--- src/rtl/core/mfr_pkg.sv ---
// shared constants, codes and types for the msb-first bit-field reader
// no dependencies; imported by mfr_front, mfr_back and the top level
package mfr_pkg;

    localparam int STORE_BYTES    = 64;
    localparam int MAX_FIELD_BITS = 32;

    localparam int CMD_W       = 2;
    localparam int DATA_W      = 8;
    localparam int COUNT_W     = 12;
    localparam int VALUE_W     = 32;
    localparam int STATUS_W    = 2;
    localparam int AVAIL_OUT_W = 10;

    localparam int IDX_W     = $clog2(STORE_BYTES);
    localparam int SB_W      = $clog2(STORE_BYTES + 1);
    localparam int AV_W      = SB_W + 3;
    localparam int CMP_W     = (AV_W > COUNT_W) ? AV_W : COUNT_W;
    localparam int WIN_BYTES = (MAX_FIELD_BITS + 14) / 8;
    localparam int WIN_BITS  = WIN_BYTES * 8;
    localparam int NB_W      = $clog2(WIN_BYTES + 1);

    localparam int Q_DEPTH = 2;
    localparam int QP_W    = $clog2(Q_DEPTH);
    localparam int QC_W    = $clog2(Q_DEPTH + 1);

    typedef enum logic [CMD_W-1:0] {
        CMD_PUSH = 2'd0,
        CMD_GET  = 2'd1,
        CMD_SKIP = 2'd2,
        CMD_NONE = 2'd3
    } t_cmd;

    typedef enum logic [STATUS_W-1:0] {
        ST_OK       = 2'd0,
        ST_SHORT    = 2'd1,
        ST_TOO_WIDE = 2'd2,
        ST_FULL     = 2'd3
    } t_status;

    // request class decided by the front end
    typedef enum logic [2:0] {
        OP_NOP,
        OP_PUSH,
        OP_GET,
        OP_SKIP,
        OP_WIDE
    } t_op;

    typedef struct packed {
        t_op                op;
        logic [DATA_W-1:0]  data;
        logic [COUNT_W-1:0] count;
    } t_item;

    typedef struct packed {
        logic [AV_W-1:0] avail;
    } t_back_mon;

    // unread bits: whole bytes held minus the bits already taken from the first
    function automatic logic [AV_W-1:0] avail_bits(input logic [SB_W-1:0] stored,
                                                   input logic [2:0]      offset);
        return {stored, 3'b000} - AV_W'(offset);
    endfunction

endpackage

--- src/rtl/core/mfr_front.sv ---
// front end: accepts requests, classifies them and holds them in a short queue
// depends on mfr_pkg
module mfr_front
    import mfr_pkg::*;
(
    input  logic               i_clk,
    input  logic               i_rst_n,
    input  logic               i_in_valid,
    output logic               o_in_stall,
    input  logic [CMD_W-1:0]   i_cmd,
    input  logic [DATA_W-1:0]  i_data_byte,
    input  logic [COUNT_W-1:0] i_bit_count,
    output logic               o_q_valid,
    output t_item              o_q_item,
    input  logic               i_q_pop
);

    t_item            r_q [Q_DEPTH];
    logic [QP_W-1:0]  r_wr_ptr;
    logic [QP_W-1:0]  r_rd_ptr;
    logic [QC_W-1:0]  r_cnt;
    t_item            n_item;
    logic             push;

    // classify: zero-length get or skip and the unused command do nothing
    always_comb begin
        n_item.data  = i_data_byte;
        n_item.count = i_bit_count;
        n_item.op    = OP_NOP;
        unique case (t_cmd'(i_cmd))
            CMD_PUSH: begin
                n_item.op = OP_PUSH;
            end
            CMD_GET: begin
                if (i_bit_count == '0) begin
                    n_item.op = OP_NOP;
                end else if (i_bit_count > COUNT_W'(MAX_FIELD_BITS)) begin
                    n_item.op = OP_WIDE;
                end else begin
                    n_item.op = OP_GET;
                end
            end
            CMD_SKIP: begin
                n_item.op = (i_bit_count == '0) ? OP_NOP : OP_SKIP;
            end
            CMD_NONE: begin
                n_item.op = OP_NOP;
            end
        endcase
    end

    assign o_in_stall = (r_cnt == QC_W'(Q_DEPTH));
    assign push       = i_in_valid && !o_in_stall;
    assign o_q_valid  = (r_cnt != '0);
    assign o_q_item   = r_q[r_rd_ptr];

    always_ff @(posedge i_clk) begin
        if (!i_rst_n) begin
            r_wr_ptr <= '0;
            r_rd_ptr <= '0;
            r_cnt    <= '0;
        end else begin
            if (push) begin
                r_wr_ptr <= (r_wr_ptr == QP_W'(Q_DEPTH - 1)) ? '0 : r_wr_ptr + 1'b1;
            end
            if (i_q_pop) begin
                r_rd_ptr <= (r_rd_ptr == QP_W'(Q_DEPTH - 1)) ? '0 : r_rd_ptr + 1'b1;
            end
            if (push && !i_q_pop) begin
                r_cnt <= r_cnt + 1'b1;
            end else if (!push && i_q_pop) begin
                r_cnt <= r_cnt - 1'b1;
            end
        end
        if (push) begin
            r_q[r_wr_ptr] <= n_item;
        end
    end

endmodule

--- src/rtl/core/mfr_back.sv ---
// back end: byte ring store, read position and field extraction, output register
// depends on mfr_pkg; pops requests from mfr_front
module mfr_back
    import mfr_pkg::*;
(
    input  logic                   i_clk,
    input  logic                   i_rst_n,
    input  logic                   i_q_valid,
    input  t_item                  i_q_item,
    output logic                   o_q_pop,
    output logic                   o_out_valid,
    input  logic                   i_out_stall,
    output logic [VALUE_W-1:0]     o_field_value,
    output logic [STATUS_W-1:0]    o_status,
    output logic [AVAIL_OUT_W-1:0] o_bits_available,
    output t_back_mon              o_mon
);

    typedef enum logic [1:0] {
        S_IDLE,
        S_EXEC,
        S_FETCH,
        S_DONE
    } t_state;

    logic [DATA_W-1:0] r_mem [STORE_BYTES];

    t_state                    r_state, n_state;
    t_item                     r_item, n_item;
    logic [IDX_W-1:0]          r_rd_idx, n_rd_idx;
    logic [IDX_W-1:0]          r_wr_idx, n_wr_idx;
    logic [SB_W-1:0]           r_stored, n_stored;
    logic [2:0]                r_offset, n_offset;
    logic [IDX_W-1:0]          r_fetch_addr, n_fetch_addr;
    logic [NB_W-1:0]           r_left, n_left;
    logic                      r_rd_vld, n_rd_vld;
    logic [DATA_W-1:0]         r_rdata;
    logic [WIN_BITS-1:0]       r_win, n_win;
    logic [2:0]                r_sh, n_sh;
    logic                      r_out_valid, n_out_valid;
    logic [MAX_FIELD_BITS-1:0] r_out_value, n_out_value;
    t_status                   r_out_status, n_out_status;
    logic [AV_W-1:0]           r_out_avail, n_out_avail;

    logic                      mem_we;
    logic                      mem_re;
    logic                      out_free;
    logic                      short_req;
    logic [AV_W-1:0]           avail;
    logic [CMP_W:0]            tot;
    logic [SB_W-1:0]           whole;
    logic [SB_W:0]             idx_sum;
    logic [IDX_W-1:0]          adv_idx;
    logic [SB_W-1:0]           adv_stored;
    logic [NB_W-1:0]           nbytes;
    logic [MAX_FIELD_BITS-1:0] field_bits;

    always_comb begin
        avail      = avail_bits(r_stored, r_offset);
        short_req  = CMP_W'(r_item.count) > CMP_W'(avail);
        tot        = (CMP_W + 1)'(r_offset) + (CMP_W + 1)'(r_item.count);
        whole      = SB_W'(tot >> 3);
        idx_sum    = (SB_W + 1)'(r_rd_idx) + (SB_W + 1)'(whole);
        // sum stays below twice the store size, one subtract wraps it
        adv_idx    = (idx_sum >= (SB_W + 1)'(STORE_BYTES)) ?
                     IDX_W'(idx_sum - (SB_W + 1)'(STORE_BYTES)) : IDX_W'(idx_sum);
        adv_stored = r_stored - whole;
        nbytes     = NB_W'((tot + (CMP_W + 1)'(7)) >> 3);
        field_bits = MAX_FIELD_BITS'(r_win >> r_sh) &
                     ~({MAX_FIELD_BITS{1'b1}} << r_item.count);
    end

    assign out_free = !r_out_valid || !i_out_stall;

    always_comb begin
        n_state      = r_state;
        n_item       = r_item;
        n_rd_idx     = r_rd_idx;
        n_wr_idx     = r_wr_idx;
        n_stored     = r_stored;
        n_offset     = r_offset;
        n_fetch_addr = r_fetch_addr;
        n_left       = r_left;
        n_win        = r_win;
        n_sh         = r_sh;
        n_out_valid  = r_out_valid && i_out_stall;
        n_out_value  = r_out_value;
        n_out_status = r_out_status;
        n_out_avail  = r_out_avail;
        mem_we       = 1'b0;
        mem_re       = 1'b0;
        o_q_pop      = 1'b0;

        unique case (r_state)
            S_IDLE: begin
                if (i_q_valid) begin
                    o_q_pop = 1'b1;
                    n_item  = i_q_item;
                    n_state = S_EXEC;
                end
            end
            S_EXEC: begin
                unique case (r_item.op)
                    OP_PUSH: begin
                        if (out_free) begin
                            n_out_valid = 1'b1;
                            n_out_value = '0;
                            n_state     = S_IDLE;
                            if (r_stored == SB_W'(STORE_BYTES)) begin
                                n_out_status = ST_FULL;
                                n_out_avail  = avail;
                            end else begin
                                mem_we       = 1'b1;
                                n_wr_idx     = (r_wr_idx == IDX_W'(STORE_BYTES - 1)) ?
                                               '0 : r_wr_idx + 1'b1;
                                n_stored     = r_stored + 1'b1;
                                n_out_status = ST_OK;
                                n_out_avail  = avail_bits(r_stored + 1'b1, r_offset);
                            end
                        end
                    end
                    OP_GET: begin
                        if (short_req) begin
                            if (out_free) begin
                                n_out_valid  = 1'b1;
                                n_out_value  = '0;
                                n_out_status = ST_SHORT;
                                n_out_avail  = avail;
                                n_state      = S_IDLE;
                            end
                        end else begin
                            n_fetch_addr = r_rd_idx;
                            n_left       = nbytes;
                            n_win        = '0;
                            n_sh         = 3'(3'd0 - tot[2:0]);
                            n_state      = S_FETCH;
                        end
                    end
                    OP_SKIP: begin
                        if (out_free) begin
                            n_out_valid = 1'b1;
                            n_out_value = '0;
                            n_state     = S_IDLE;
                            if (short_req) begin
                                n_out_status = ST_SHORT;
                                n_out_avail  = avail;
                            end else begin
                                n_rd_idx     = adv_idx;
                                n_stored     = adv_stored;
                                n_offset     = tot[2:0];
                                n_out_status = ST_OK;
                                n_out_avail  = avail_bits(adv_stored, tot[2:0]);
                            end
                        end
                    end
                    OP_WIDE: begin
                        if (out_free) begin
                            n_out_valid  = 1'b1;
                            n_out_value  = '0;
                            n_out_status = ST_TOO_WIDE;
                            n_out_avail  = avail;
                            n_state      = S_IDLE;
                        end
                    end
                    default: begin
                        if (out_free) begin
                            n_out_valid  = 1'b1;
                            n_out_value  = '0;
                            n_out_status = ST_OK;
                            n_out_avail  = avail;
                            n_state      = S_IDLE;
                        end
                    end
                endcase
            end
            S_FETCH: begin
                // one byte read per cycle, its data registered and taken into the window in the next cycle
                if (r_left != '0) begin
                    mem_re       = 1'b1;
                    n_fetch_addr = (r_fetch_addr == IDX_W'(STORE_BYTES - 1)) ?
                                   '0 : r_fetch_addr + 1'b1;
                    n_left       = r_left - 1'b1;
                end
                if (r_rd_vld) begin
                    n_win = {r_win[WIN_BITS-DATA_W-1:0], r_rdata};
                end
                if (r_left == '0 && r_rd_vld) begin
                    n_state = S_DONE;
                end
            end
            S_DONE: begin
                if (out_free) begin
                    n_out_valid  = 1'b1;
                    n_out_value  = field_bits;
                    n_out_status = ST_OK;
                    n_out_avail  = avail_bits(adv_stored, tot[2:0]);
                    n_rd_idx     = adv_idx;
                    n_stored     = adv_stored;
                    n_offset     = tot[2:0];
                    n_state      = S_IDLE;
                end
            end
        endcase

        n_rd_vld = mem_re;
    end

    always_ff @(posedge i_clk) begin
        if (!i_rst_n) begin
            r_state     <= S_IDLE;
            r_rd_idx    <= '0;
            r_wr_idx    <= '0;
            r_stored    <= '0;
            r_offset    <= '0;
            r_left      <= '0;
            r_rd_vld    <= 1'b0;
            r_out_valid <= 1'b0;
        end else begin
            r_state     <= n_state;
            r_rd_idx    <= n_rd_idx;
            r_wr_idx    <= n_wr_idx;
            r_stored    <= n_stored;
            r_offset    <= n_offset;
            r_left      <= n_left;
            r_rd_vld    <= n_rd_vld;
            r_out_valid <= n_out_valid;
        end
        r_item       <= n_item;
        r_fetch_addr <= n_fetch_addr;
        r_win        <= n_win;
        r_sh         <= n_sh;
        r_out_value  <= n_out_value;
        r_out_status <= n_out_status;
        r_out_avail  <= n_out_avail;
    end

    // byte ring store, registered read port
    always_ff @(posedge i_clk) begin
        if (mem_we) begin
            r_mem[r_wr_idx] <= r_item.data;
        end
        if (mem_re) begin
            r_rdata <= r_mem[r_fetch_addr];
        end
    end

    assign o_out_valid      = r_out_valid;
    assign o_field_value    = VALUE_W'(r_out_value);
    assign o_status         = r_out_status;
    assign o_bits_available = AVAIL_OUT_W'(r_out_avail);
    assign o_mon.avail      = avail;

endmodule

--- src/rtl/core/msb_first_bit_field_reader.sv ---
// top level of the msb-first bit-field reader: front end, request queue, back end
// depends on mfr_pkg, mfr_front and mfr_back
//
// channel  | direction | handshake               | payload
// ---------+-----------+-------------------------+------------------------------------
// request  | in        | i_in_valid / o_in_stall | i_cmd, i_data_byte, i_bit_count
// result   | out       | o_out_valid/i_out_stall | o_field_value, o_status,
//          |           |                         | o_bits_available
//
// push, skip, zero-length and rejected requests go from idle through exec and back;
// a get reads nbytes = ceil((bit offset + count) / 8) bytes, 1 to 5, and 4 or 5
// for a 32-bit field, one at a time through the single read port of the byte store
// the front queue holds two requests, so requests are taken while the back end works
// reset is synchronous and active low; it empties the queue and the store
// a stalled result holds in the output register and the back end waits on it
module msb_first_bit_field_reader
    import mfr_pkg::*;
(
    input  logic                   i_clk,
    input  logic                   i_rst_n,
    input  logic                   i_in_valid,
    output logic                   o_in_stall,
    input  logic [CMD_W-1:0]       i_cmd,
    input  logic [DATA_W-1:0]      i_data_byte,
    input  logic [COUNT_W-1:0]     i_bit_count,
    output logic                   o_out_valid,
    input  logic                   i_out_stall,
    output logic [VALUE_W-1:0]     o_field_value,
    output logic [STATUS_W-1:0]    o_status,
    output logic [AVAIL_OUT_W-1:0] o_bits_available
);

    // classified requests between front and back
    logic      q_valid;
    t_item     q_item;
    logic      q_pop;
    t_back_mon back_mon;

    // front end: decode command, flag too-wide gets, queue the request
    mfr_front u_front (
        .i_clk       (i_clk),
        .i_rst_n     (i_rst_n),
        .i_in_valid  (i_in_valid),
        .o_in_stall  (o_in_stall),
        .i_cmd       (i_cmd),
        .i_data_byte (i_data_byte),
        .i_bit_count (i_bit_count),
        .o_q_valid   (q_valid),
        .o_q_item    (q_item),
        .i_q_pop     (q_pop)
    );

    // back end: owns the ring store and read position, builds the result
    mfr_back u_back (
        .i_clk            (i_clk),
        .i_rst_n          (i_rst_n),
        .i_q_valid        (q_valid),
        .i_q_item         (q_item),
        .o_q_pop          (q_pop),
        .o_out_valid      (o_out_valid),
        .i_out_stall      (i_out_stall),
        .o_field_value    (o_field_value),
        .o_status         (o_status),
        .o_bits_available (o_bits_available),
        .o_mon            (back_mon)
    );

`ifndef SYNTH
    // back end never pops an empty queue
    a_pop_needs_item: assert property (@(posedge i_clk) disable iff (!i_rst_n)
        q_pop |-> q_valid)
        else $error("queue popped while empty");

    // an accepted request is waiting in the queue on the next cycle
    a_accept_queued: assert property (@(posedge i_clk) disable iff (!i_rst_n)
        (i_in_valid && !o_in_stall) |=> q_valid)
        else $error("accepted request missing from queue");

    // a pending result reports the back end's current bit count
    a_avail_tracks_state: assert property (@(posedge i_clk) disable iff (!i_rst_n)
        o_out_valid |-> (o_bits_available == AVAIL_OUT_W'(back_mon.avail)))
        else $error("reported bit count differs from store state");
`endif

endmodule
--- config.mk ---
export PLATFORM = sky130hd
export DESIGN_NAME = msb_first_bit_field_reader
export DESIGN_NICKNAME = d
export VERILOG_FILES = /design/src/rtl/core/mfr_pkg.sv /design/src/rtl/core/mfr_front.sv /design/src/rtl/core/mfr_back.sv /design/src/rtl/core/msb_first_bit_field_reader.sv
export SDC_FILE = /design/constraint.sdc
export NUM_CORES = 1
export LEC_CHECK = 0
export BUFFER_PORTS_ARGS = -buffer_cell sky130_fd_sc_hd__buf_2
export CAP_MARGIN = 20
export CORE_AREA = 2 2 265 267
export CTS_CLUSTER_DIAMETER = 60
export CTS_CLUSTER_SIZE = 20
export DETAILED_ROUTE_END_ITERATION = 12
export DIE_AREA = 0 0 267 269
export PLACE_DENSITY = 0.64
export SLEW_MARGIN = 10
export SYNTH_ARGS = -nofsm -noshare
export SYNTH_HDL_FRONTEND = slang
export SYNTH_HIERARCHICAL = 1
export SYNTH_SLANG_ARGS = --single-unit
export TNS_END_PERCENT = 1
--- constraint.sdc ---
create_clock -name i_clk -period 5.7 [get_ports i_clk]
set_input_delay 1.425 -clock i_clk [delete_from_list [all_inputs] [get_ports i_clk]]
set_output_delay 1.425 -clock i_clk [all_outputs]
set_load 0.05 [all_outputs]
# Word level (Yosys, flattened, before mapping)
# Memories as Yosys holds them, arrays and structs flattened. A register that Yosys moved wholly into a read port is not among the register bits.
# Cells that the tools add are included.
op_classes:
  multipliers: 0
  n_bitwise: 4
  eq_ne: 31
  div_mod_pow: 0
  order_cmp: 3
  n_reduce_logical: 31
  addsub: 17
  mux: 86
  n_shift: 2
ops:
  columns: ["operator", "n"]
  rows:
  - ["32-bit two-way mux", 4]
  - ["40-bit two-way mux", 3]
  - ["40-bit case mux with 2 select lines", 1]
  - ["10-bit two-way mux", 7]
  - ["32-bit case mux with 2 select lines", 1]
  - ["6-bit two-way mux", 10]
  - ["40-bit by 3-bit >> shifter with 32-bit output", 1]
  - ["7-bit two-way mux", 5]
  - ["32-bit AND", 1]
  - ["32-bit NOT", 1]
  - ["32-bit by 12-bit << shifter with 32-bit output (first input constant)", 1]
  - ["2-bit two-way mux", 15]
  - ["10-bit case mux with 3 select lines", 1]
  - ["10-bit by 3-bit subtractor with 10-bit output", 3]
  - ["7-bit case mux with 2 select lines", 2]
  - ["3-bit two-way mux", 9]
  - ["6-bit case mux with 2 select lines", 2]
  - ["10-bit case mux with 2 select lines", 1]
  - ["1-bit two-way mux", 18]
  - ["2-bit case mux with 4 select lines", 2]
  - ["3-bit by 2-bit != test with 1-bit output (second input constant)", 5]
  - ["2-bit by 1-bit != test with 1-bit output (second input constant)", 7]
  - ["6-bit by 1-bit adder with 6-bit output (second input constant)", 2]
  - ["6-bit equality test (second input constant)", 2]
  - ["42 further kinds", 70]
totals:
  wordCells: 193
  ramBits: 558
  n_memories: 2
  latch_bits: 0
  regBits: 126
  inputBits: 26
  romBits: 0
memory_table:
  columns: ["name", "words", "word_bits", "rd", "rd_ports_with_merged_regs", "wr", "line", "text"]
  rows:
  - ["u_back.r_mem", 64, 8, 1, 1, 1, "mfr_back.sv:26", "logic [DATA_W-1:0] r_mem [STORE_BYTES];"]
  - ["u_front.r_q", 2, 23, 1, 1, 1, "mfr_front.sv:18", "t_item r_q [Q_DEPTH];"]

# Logic depth before layout (Yosys ltp)
# Gate-level depths: netlist (run 1).
depth:
  ltp_word: 8
  mapped_depth: 16
  ltp_nobuf: 16

# Modules after synthesis
# The synthesis (run 1) kept the hierarchy.
modules_own_cells:
  columns: ["module", "cells_per_inst", "instances", "area_each_um2", "seq_area_each_um2"]
  rows:
  - ["mfr_back", 1867, 1, 28917.7, 19648.8]
  - ["mfr_front", 109, 1, 1959.4, 1481.4]

# Worst setup path before layout (run 1)
# OpenSTA, ideal clock, no wires.
synth_timing:
  path_type: "reg2reg"
  from: "register u_back.r_stored[0]"
  to: "register u_back.r_win[0], enable pin"
  path_buffers: 1
  path_stages_with_launch: 14
  t_arrival_ns: 4.366
  required_ns: 5.305
  setup_slack_ns: 0.939
  period_less_slack_ns: 4.761
  path_cell_list: "dfxtp_1 clkbuf_1 inv_1 ha_1 a21boi_0 nand2_1 xnor2_1 inv_1 ha_1 a2111o_1 o41a_4 nand2b_1 nor3b_2 a21o_1"
synth_lines:
  columns: ["item", "line", "text"]
  rows:
  - ["from (decl)", "mfr_back.sv:32", "logic [SB_W-1:0] r_stored, n_stored;"]
  - ["from (signal assigned)", "mfr_back.sv:222", "r_stored <= n_stored;"]
  - ["to (signal assigned)", "mfr_back.sv:230", "r_win <= n_win;"]
  - ["to (decl)", "mfr_back.sv:38", "logic [WIN_BITS-1:0] r_win, n_win;"]

==> impl_metrics.json, run 1 <==
{
  "grt.overflow.total": 0,
  "diodes_inserted": 0,
  "cts.reportedPaths.clkPinSlew_ps": 80,
  "number_of_antenna_violations_at_the_first_check_in_global_routing": 0,
  "slew_headroom_pct": 33.6,
  "placement.io_buffers": 71,
  "die_height_um": 269,
  "detail_route.wirelength_mm": 68.0,
  "switching_share_pct": 30.4,
  "mappedNetlistArea_mm2": 0.0309,
  "power.total_w": 0.0131,
  "starting_density_of_the_core_pct": 44.5,
  "rd_place_congestion": 0.857,
  "global_route_wire_length_before_repair_mm": 102,
  "critical_path.endpoint_type": "flop",
  "fmax_ghz": 0.207,
  "worstPathCellList": "inv_1, ha_1, a21boi_0, nand2_1, xnor2_1, inv_1, ha_1, a2111o_1, o41a_4, nand2b_1, nor3b_2, a21o_1, buf_4",
  "h-tree-depth": 2,
  "drcViolationCount": 0,
  "wl_per_cell_um": 22.9,
  "cts_max_path_buffers": 3,
  "post_route_cells_drive_above_1_share_pct": 15.9,
  "worst_hold_path_type": "flop to flop",
  "cts.repair_timing.setup_buffer_count": 0,
  "min_period_over_period_pct": 84.8,
  "netSwitchingPower_w": 0.00400,
  "finalSetupViolations": 0,
  "finalNetCount": 2069,
  "crit_path_max_fanout": 39,
  "cts_root_buf": "clkbuf_16",
  "timing_hold_violations_final": 0,
  "largest_stage_delay_on_the_critical_path_ps": 550,
  "drt-initial-drc-count": 1431,
  "n_fill_cell": 5775,
  "timing.critical_path.max_delay_family": "compound AO/OA/AOI/OAI gates",
  "critical_path.n_buffers_inverters": 3,
  "cp_slowest_cell": "o41a_4",
  "cp.arrival_ps": 5060,
  "core-area_mm2": 0.0693,
  "power.clock.fraction_pct": 26.6,
  "syn_area_per_cell_um2": 15.6,
  "seq_power_share_pct": 52.3,
  "vdd_drop_max_v": 0.000337,
  "static_leakage_power_nw": 11.1,
  "postSynthNetCount": 2038,
  "die_width_um": 267,
  "cts_tree": "done",
  "drv.max_cap_violation_count": 0,
  "whs_ps": 511,
  "tightest_slew_ps": 993,
  "internal_power_w": 0.00915,
  "yosys_warnings": 6,
  "startpoint_type": "flop",
  "grt_max_degree": 87,
  "rsz_0062_raised_after_global_routing": "no",
  "dr_vias": 17000,
  "postRouteAntennaNets": 0,
  "first_pass_iters": 7,
  "viasPerCell": 5.74,
  "post_cts_resize_count": 0,
  "critical_path_required_ps": 5930,
  "status": "finished clean",
  "die_area_mm2": 0.0718,
  "place_hpwl_mm": 43.5,
  "syn_to_final_growth_pct": 9.11,
  "clock-sinks": 715,
  "grt_pass1_vias": 16800,
  "pin_count": 72,
  "finalCriticalPeriod_ps": 4830,
  "post_synth_inst_count": 1974,
  "path_class": "flop to flop",
  "power_density_mw_per_mm2": 390,
  "finalClockSkew_ps": 29.1,
  "insertion_delay_ps": 610,
  "fp-row-count": 97,
  "cts_buffer_count": 48,
  "power.combinational.fraction_pct": 21.1,
  "final-max-slew-violation-count": 0,
  "aggregate_negative_setup_slack_ps": 0,
  "globalRouteTotalUtil_pct": 18.8,
  "holdBufCountCts": 0
}
==> cell type report <==
class                   instances  area [um2]  area share, %
well taps                     940        1180           3.49
multi-input cells            1105        9100           27.0
inverters                      34         128          0.379
clock buffers                  57        1290           3.82
repair buffers                101         642           1.91
flip-flops and latches        715       21100           62.7
clock inverters                18         215          0.639
==> worst paths after layout <==
check                     start               end  slack [ps]  depth (start not counted)
min reg2reg    u_back/r_left[2]  u_back/r_left[2]         510                          1
min            u_back/r_left[2]  u_back/r_left[2]         510                          1
max reg2reg  u_back/r_stored[0]  u_back/r_win[37]         870                         13
max          u_back/r_stored[0]  u_back/r_win[37]         870                         13
==> flip-flops by register name, summed over array words and instances (netlist names), 3 cells and up, named ones only <==
register,count
u_back/r_item,23
u_back/r_left,3
u_back/o_bits_available,10
u_back/r_rdata,8
u_back/o_field_value,32
u_back/r_mem,512
u_back/r_wr_idx,6
u_back/r_stored,7
u_back/r_sh,3
u_back/r_offset,3
u_front/r_q,46
u_back/r_fetch_addr,6
u_back/r_win,39
u_back/r_rd_idx,6
==> per-layer routing <==
layer / GRT usage (%) / vias to the layer above / wire length [um]
li1: - / 7743 / -
met1: 25.3 / 8759 / 29000
met2: 32.4 / 446 / 34300
met3: 2.42 / 99 / 3060
met4: 5.30 / 0 / 1670
met5: 0 / - / 0
==> power by group through the flow <==
stage          combinational (W)  clock, W  sequential, W
3_5_place_dp             0.00275         0        0.00702
4_1_cts                  0.00276   0.00358        0.00690
3_3_place_gp             0.00268         0        0.00700
2_1_floorplan            0.00134         0        0.00744
5_1_grt                  0.00299   0.00377        0.00692
6_report                 0.00277   0.00350        0.00688
==> metrics by stage <==
stage	util (%)	setup WS, ps	area, um2	std cells
finish	48.6	869	33700	2970
global route	48.6	559	33700	2970
CTS	48.5	917	33600	2968
detailed placement	46.4	957	32100	2893
global placement	46.4	1030	32100	2893
floorplan	-	939	30900	1974
==> cells in the final DEF, fill, tap and decap left out, drive strengths merged, types with 35 or more instances in the layout <==
cell type    n
inv         43
clkbuf      57
buf        101
edfxtp     681
mux2        38
a21oi       69
mux2i      142
and2        51
ha          35
nand3       37
nor2       159
o221ai      55
nand2       89
o21ai       55
mux4        93
No activity file was read; power rests on OpenSTA's default activity.
==> inputs of run 2 (changes only) <==
PLACE_DENSITY = 0.67   (was 0.64)
clock period = 4 ns   (was 5.7 ns; I/O delays follow)
==> run 2 against run 1 <==
Effect of this change: critical path depth is 2 higher; clock skew is 6.3 ps lower; flip-flop and latch count stayed put; worst setup slack worse by 660 ps; final cell count is 3.5% higher; largest cell class unchanged; highest routed layer unchanged.
==> impl_metrics.json, run 2 (synthesis results as in run 1) <==
{
  "die_height_um": 269,
  "finalSetupViolations": 0,
  "h-tree-depth": 2,
  "fp-row-count": 97,
  "clock-sinks": 715,
  "reg2reg_setup_slack_ps": 210,
  "cts_tree": "done",
  "power_density_mw_per_mm2": 553,
  "placement.io_buffers": 71,
  "postRouteAntennaNets": 0,
  "viasPerCell": 5.74,
  "min_period_over_period_pct": 94.7,
  "finalCriticalPeriod_ps": 3790,
  "whs_ps": 512,
  "aggregate_negative_setup_slack_ps": 0,
  "die_area_mm2": 0.0718,
  "n_fill_cell": 5700,
  "starting_density_of_the_core_pct": 44.5,
  "wl_per_cell_um": 23.0,
  "number_of_antenna_violations_at_the_first_check_in_global_routing": 0,
  "startpoint_type": "flop",
  "dr_vias": 17600,
  "status": "finished clean",
  "drv.max_cap_violation_count": 0,
  "first_pass_iters": 6,
  "finalNetCount": 2167,
  "cts.repair_timing.setup_buffer_count": 0,
  "place_hpwl_mm": 47.2,
  "die_width_um": 267,
  "grt.overflow.total": 0,
  "layout.cells.most_common_list": "edfxtp_1 (681), nor2_1 (155), mux2i_1 (142)",
  "top_register": "u_back/r_mem",
  "slew_headroom_pct": 25.8,
  "grt_max_degree": 65,
  "insertion_delay_ps": 610,
  "cts_buffer_count": 50,
  "holdBufCountCts": 0,
  "rsz_0062_raised_after_global_routing": "no",
  "fmax_ghz": 0.264,
  "core-area_mm2": 0.0693,
  "grt_pass1_vias": 17500,
  "timing_hold_violations_final": 0,
  "cts_max_path_buffers": 3,
  "most_common_cell_after_layout_fill_and_taps_aside": "edfxtp_1",
  "rd_place_congestion": 0.913,
  "critical_path_required_ps": 4320,
  "path_class": "flop to flop",
  "registers_with_the_most_flip_flops": "u_back/r_mem (512), u_front/r_q (46), u_back/r_win (39)",
  "vdd_drop_max_v": 0.000580,
  "tightest_slew_ps": 1110,
  "pin_count": 72,
  "static_leakage_power_nw": 11.7,
  "drcViolationCount": 0,
  "diodes_inserted": 0,
  "post_route_cells_drive_above_1_share_pct": 20.5,
  "globalRouteTotalUtil_pct": 19.6,
  "syn_to_final_growth_pct": 12.4,
  "crit_path_max_fanout": 8,
  "cp_slowest_cell": "o41a_4",
  "cp.arrival_ps": 4110,
  "cts.reportedPaths.clkPinSlew_ps": 80,
  "cts_root_buf": "clkbuf_16",
  "drt-initial-drc-count": 1641,
  "critical_path.endpoint_type": "flop",
  "largest_stage_delay_on_the_critical_path_ps": 480,
  "detail_route.wirelength_mm": 70.6,
  "global_route_wire_length_before_repair_mm": 107,
  "worstPathCellList": "inv_1, ha_1, nor2b_1, nor4_2, buf_4, xor2_1, inv_1, ha_1, nand4_1, a21oi_1, o41a_4, nand2b_2, nor3b_4, a21o_4, buf_4",
  "worst_hold_path_type": "flop to flop",
  "finalClockSkew_ps": 22.8,
  "max_reg_flops": 512,
  "final-max-slew-violation-count": 0
}
-- run 2: changes by cell type in the layout (fill, tap and decap cells not counted), sizes merged --
cell / before / now
clkbuf: 57 / 62
clkinv: 6 / 12
buf: 101 / 196
inv: 43 / 42
clkinvlp: 1 / 2
bufinv: 2 / 1
-- run 2: cell type report --
| class | instances | area [um2] | share of cell area [%] |
|---|---|---|---|
| clock buffers | 61 | 1360 | 3.91 |
| clock inverters | 23 | 259 | 0.747 |
| inverters | 34 | 128 | 0.368 |
| multi-input cells | 1105 | 9160 | 26.4 |
| flip-flops and latches | 715 | 21100 | 60.9 |
| well taps | 940 | 1180 | 3.39 |
| repair buffers | 197 | 1470 | 4.25 |
-- run 2: worst max-delay path, delay by kind of cell (launching register included) --
family | cells | cell delay [ps]
AO/OA/AOI/OAI | 3 | 740
XOR/XNOR | 1 | 210
adder cells (fa/ha/maj) | 2 | 500
buffers and inverters | 4 | 500
flip-flops | 1 | 380
AND/OR/NAND/NOR | 5 | 1170
-- run 2: final timing paths --
| kind | start | to | depth (start not counted) |
|---|---|---|---|
| worst min register to register | u_front/r_cnt[1] | u_front/r_cnt[1] | 2 |
| worst max register to register | u_back/r_offset[1] | u_back/r_win[5] | 15 |
| worst max-delay path | u_back/r_offset[1] | u_back/r_win[5] | 15 |
| worst min-delay path | u_front/r_cnt[1] | u_front/r_cnt[1] | 2 |
-- run 2: metal layers --
metal / part of all wire [%] / vias to the layer above / track usage [%]
met5: 0 / - / 0
met4: 2.6 / 0 / 5.60
met3: 5.4 / 120 / 2.84
met2: 52 / 558 / 34.7
met1: 40 / 9007 / 25.2
li1: - / 7957 / -
-- run 2: timing repair --
action                     4_1_cts  5_1_grt
pin swaps                        0        2
hold endpoints to repair         0        0
gates resized for setup          1       10
setup endpoints to repair        1      103
-- run 2: report_power, final --
| part | internal (W) | switching, W | total [W] |
|---|---|---|---|
| Sequential | 0.00945 | 0.000415 | 0.00986 |
| Clock | 0.00256 | 0.00260 | 0.00516 |
| Combinational | 0.00126 | 0.00289 | 0.00416 |
-- run 2: per-stage QoR --
step	util, %	power (W)	setup slack [ps]	instances	instance area (um2)
after CTS	49.8	0.0192	134	3070	34500
after floorplan	-	0.0125	22.6	1974	30900
final	50.1	0.0192	211	3075	34700
after detailed placement	47.5	0.0141	25.7	2986	32900
after global placement	47.5	0.0140	148	2986	32900
after global routing	50.1	0.0199	11.2	3075	34700
